===== src/dmmr_pkg.sv =====
`timescale 1ns / 1ps
// ----------------------------------------------------------------------------
// dmmr_pkg
// Shared widths, item kind codes and the control bundle that travels from
// the sequencer to the multiply-accumulate unit.
// ----------------------------------------------------------------------------
package dmmr_pkg;

  // field widths
  localparam int KIND_W    = 2;
  localparam int IDX_W     = 4;
  localparam int DATA_W    = 16;
  localparam int PROD_W    = 2 * DATA_W;
  localparam int SUM_W     = 36;

  // rows and columns reachable by a 4-bit index
  localparam int ADDR_SPAN = 1 << IDX_W;

  // default matrix dimension
  localparam int N_DEFAULT = 16;

  // item kinds
  localparam logic [KIND_W-1:0] KIND_WR_A = 2'd0;
  localparam logic [KIND_W-1:0] KIND_WR_B = 2'd1;
  localparam logic [KIND_W-1:0] KIND_ROW  = 2'd2;

  // tag that rides along with each operand pair
  typedef struct packed {
    logic vld;
    logic first;
    logic lastk;
  } mac_ctl_t;

endpackage


===== src/dmmr_mac.sv =====
`timescale 1ns / 1ps
// ----------------------------------------------------------------------------
// dmmr_mac
// Shared multiply-accumulate unit: one registered 16x16 signed multiply
// followed by a 36-bit accumulate, with a one-cycle done pulse after the
// final term of a dot product.
// ----------------------------------------------------------------------------
module dmmr_mac
  import dmmr_pkg::*;
(
  input  logic                     clk,
  input  logic                     rst,
  input  mac_ctl_t                 ctl,
  input  logic signed [DATA_W-1:0] a_op,
  input  logic signed [DATA_W-1:0] b_op,
  output logic signed [SUM_W-1:0]  acc,
  output logic                     done
);

  mac_ctl_t                 p_ctl;
  logic signed [PROD_W-1:0] prod;

  // product stage
  always_ff @(posedge clk) begin
    if (rst) begin
      p_ctl <= '0;
    end else begin
      p_ctl <= ctl;
    end
    prod <= a_op * b_op;
  end

  // accumulate stage, restarts on the first term
  always_ff @(posedge clk) begin
    if (rst) begin
      done <= 1'b0;
    end else begin
      done <= p_ctl.vld & p_ctl.lastk;
    end
    if (p_ctl.vld) begin
      if (p_ctl.first) begin
        acc <= SUM_W'(prod);
      end else begin
        acc <= acc + SUM_W'(prod);
      end
    end
  end

endmodule


===== config.mk =====
export PLATFORM = sky130hd
export DESIGN_NAME = dmmr_mac
export DESIGN_NICKNAME = d
export VERILOG_FILES = /design/src/dmmr_pkg.sv /design/src/dmmr_mac.sv
export SDC_FILE = /design/constraint.sdc
export NUM_CORES = 1
export LEC_CHECK = 0
export BUFFER_PORTS_ARGS = -buffer_cell sky130_fd_sc_hd__buf_4
export CORE_MARGIN = 3
export CORE_UTILIZATION = 30
export CTS_CLUSTER_DIAMETER = 120
export CTS_CLUSTER_SIZE = 40
export DETAILED_ROUTE_END_ITERATION = 16
export GPL_ROUTABILITY_DRIVEN = 0
export PLACE_DENSITY_LB_ADDON = 0.12
export SLEW_MARGIN = 30
export SYNTH_ARGS = -nofsm -noshare
export SYNTH_HDL_FRONTEND = slang
export SYNTH_SLANG_ARGS = --single-unit

===== constraint.sdc =====
create_clock -name clk -period 17.2 [get_ports clk]
set_input_delay 1.72 -clock clk [delete_from_list [all_inputs] [get_ports clk]]
set_output_delay 1.72 -clock clk [all_outputs]
set_load 0.01 [all_outputs]

### Word-level counts from Yosys, hierarchy flattened

Index checks and enable logic that the tools add are counted.

* flip-flop bits (word level): 72
* input port bits: 37
* memories: 0
* output and inout port bits: 37
* memory bits (writable): 0
* latch bits: 0
* ROM bits: 0

* reductions and logical operators: 0
* multiply operators: 1
* equality and inequality tests: 0
* shift operators: 0
* mux-type cells: 1
* order comparisons: 0
* div/mod/pow operators: 0
* add/sub/neg operators: 1
* bitwise gates (word level): 1

Operators with widths (number)
* $add A36 B32 Y36: 1
* $mux W36: 1
* $mul A16 B16 Y32: 1
* $and A1 B1 Y1: 1

### Depth between registers and ports, before layout

* depth after elaboration: 2
* depth in mapped cells: 26
* mapped depth without buffers: 24

### Least setup slack after synthesis

Ideal clock, no wire load.

* path kind: input-to-reg
* start point: input b_op[1]
* end point: register prod[31]
* buffers on the path: 1
* library setup time: 0.121 ns
* arrival: 7.456 ns
* stages: 20
* required time: 17.079 ns
* slack: 9.623 ns
* cell sequence: clkbuf_1 -> nand2_1 -> inv_1 -> fa_1 -> fa_1 -> fa_1 -> fa_1 -> fa_1 -> inv_1 -> fa_1 -> inv_1 -> ha_1 -> a21o_1 -> a211o_1 -> a311oi_1 -> a21bo_1 -> a41oi_1 -> o2111ai_1 -> a21o_1 -> xnor2_1

* word-level cells in the longest chain between the ends: 1

RTL lines
* from (decl): RTL line dmmr_mac.sv:15 `input logic signed [DATA_W-1:0] b_op,`
* $mul A16 B16 Y32: RTL line dmmr_mac.sv:30 `prod <= a_op * b_op;`
* to (signal assigned): RTL line dmmr_mac.sv:30
* to (decl): RTL line dmmr_mac.sv:21 `logic signed [PROD_W-1:0] prod;`

Every way passes these cells.
A chain may end at the register's enable or synchronous reset.

### Final worst setup path

* start point: input b_op[5]
* end point: register prod[31]

Same word-level chain as after synthesis.

==> results.cfg <==
[synthesis]
syn_avg_cell_area_sq_um = 9.20
yosysWarnings = 0
synth_top_flop_cell = edfxtp_1
netlist_top_cells_area = fa_1, ha_1, inv_1
yosys.area.top_type = fa_1
netlist_area_sq_um = 13800
synth.net_count = 1921
synthesis.instances = 1504
ys_seq_area_frac = 0.130
synth-seq-cells = 72
yosysUniqueCellTypes = 59
synth_top_area_share = 0.381
ys_async_sr_fraction = 0
synth-edff-count = 36

[final_layout]
drive_above_1_share = 0.0625
area_growth_pct = 10.4
antenna_cells = 0
final_nets = 1965
layout.cells.most_common = inv_1
mostFrequentLayoutCells = inv_1, fa_1, nand2_1

[timing]
fin_crit_sh = 0.445
fmax_mhz = 131
setup_tns_ns = 0
skew_ns = 0.00757
final_max_slew_viol_count = 0
slew_headroom = 0.553
grt_setup_unrepaired = no
hold_viol = 0
max_slew.worst_pin.slew_ns = 0.670
period_needed_ns = 7.66
setup_viol = 0

[clock_network]
cts-resized-gates = 0
clkSlewWorstSetupHoldPaths_ns = 0.06
cts_buffers = 9
cts_tree = yes
insertion_delay_ns = 0.34
clockBufferDepth = 2
cts_sinks = 72
cts_root_buffer = clkbuf_16
htree_levels = 3
ctsHoldBuffers = 0
post_cts.repair.setup_buffers = 0

[placement]
dp_hpwl_mm = 28.7
io_buffer_count = 73

[routing]
wirelength_mm = 34.5
via_per_inst = 4.50
drt_iter0_markers = 346
postRouteAntennaNets = 0
first_pass_iters = 4
wl_per_cell_microns = 16.0
vias = 9694
drcViolationCount = 0

[min_path]
holdPathStages = 2
hp-class = flop to flop

[setup_path]
crit_arrival_ns = 7.86
startpoint_type = input pin
rr_worst_depth = 12
end_kind = flop
crit_type = input pin to flop
critPathRequiredTime_ns = 17.40
path_cells = buf_4 -> and2_1 -> inv_1 -> fa_1 -> inv_1 -> fa_1 -> fa_1 -> fa_1 -> fa_1 -> inv_1 -> fa_1 -> inv_1 -> ha_1 -> a21o_1 -> a211o_1 -> a311oi_1 -> a21bo_1 -> a41oi_1 -> o2111ai_1 -> a21o_1 -> xnor2_1
cp_max_fo = 16
cpPeakStageDelay_ns = 0.81
cp_common_cell = fa_1
crit_slowest_cell = fa_1

[global_route]
grt_overflow = 0
antenna_found_initial = 0
grt_pass1_wl_mm = 57.6
grt_max_degree = 71
grt_pass1_vias = 10650
grt.total_usage = 0.148

[die]
coreArea_sq_um = 45500
die_area_sq_um = 48700
core.rowCount = 78
fp.dieW_microns = 221
die_y_microns = 221
io_pins = 74
start_util = 0.304

[job]
maxCapViolations = 0

[run_status]
status = completed
-- registers in the layout, indices dropped and copies added, names as in the netlist --
| register | flops |
|---|---|
| done | 1 |
| prod | 32 |
| acc | 36 |
| p_ctl | 3 |
-- worst paths after layout --
path | from | to | slack, ns
max reg2reg | acc[0] | acc[32] | 13.59
min | p_ctl[0] | done | 0.42
max | b_op[5] | prod[31] | 9.54
min reg2reg | p_ctl[0] | done | 0.42
-- synth_stat cells (all sizes together), types with 3 or more instances --
library cell / count
a211o: 5
a211oi: 8
a21boi: 3
a21o: 26
a21oi: 59
a31oi: 5
and2: 123
and3: 4
clkbuf: 41
dfxtp: 36
edfxtp: 36
fa: 263
ha: 117
inv: 329
nand2: 177
nand2b: 13
nand3: 11
nand3b: 4
nand4: 6
nor2: 32
nor2b: 6
nor3: 11
nor3b: 4
o211ai: 3
o21a: 16
o21ai: 60
o21bai: 9
o22ai: 3
o31ai: 6
xnor2: 45
xor2: 14
-- logic make-up after synthesis --
kind of cell / count (synthesis) / synth area share
buffers and inverters: 370 / 0.100
AND/OR/NAND/NOR: 399 / 0.142
multiplexers: 3 / 0.00235
flip-flops: 72 / 0.130
AO/OA/AOI/OAI: 221 / 0.101
XOR/XNOR: 59 / 0.0374
adder cells (fa/ha/maj): 380 / 0.487
-- worst max-delay path: cells and delay by family --
| family | cells | cell delay [ns] |
|---|---|---|
| adders and majority gates | 7 | 3.70 |
| xor gates and xnor gates | 1 | 0.12 |
| buffers and inverters | 5 | 0.41 |
| and+or+nand+nor | 1 | 0.19 |
| AOI/OAI and AO/OA | 7 | 1.72 |
-- area by class of cell --
class	count	area, sq um
Timing Repair Buffer	74	556
Multi-Input combinational cell	1062	10600
Clock inverter	5	28.8
Inverter	329	1230
Tap cell	600	751
Sequential cell	72	1810
Fill cell	4801	30200
Clock buffer	11	254
-- metrics by stage --
stage	hold slack (ns)	setup WS (ns)	utilization	cells	cell area (sq um)
final	0.423	9.54	0.336	2153	15300
after global routing	0.457	9.25	0.336	2153	15300
after CTS	0.429	9.55	0.336	2153	15300
after detailed placement	0.422	9.20	0.330	2137	15000
after global placement	0.414	9.29	0.329	2137	15000
after floorplan	0.395	9.62	-	1504	13800
-- per-layer routing --
| layer | GRT usage | share of wire | wire [microns] |
|---|---|---|---|
| met1 | 0.230 | 0.54 | 18500 |
| met2 | 0.230 | 0.42 | 14600 |
| met3 | 0.0121 | 0.032 | 1110 |
| met4 | 0.0213 | 0.0078 | 269 |
| met5 | 0 | 0 | 0 |
Power is left out: the tool's default activity adds up to more than one toggle a clock period on the data nets, which glitch-free logic cannot reach.
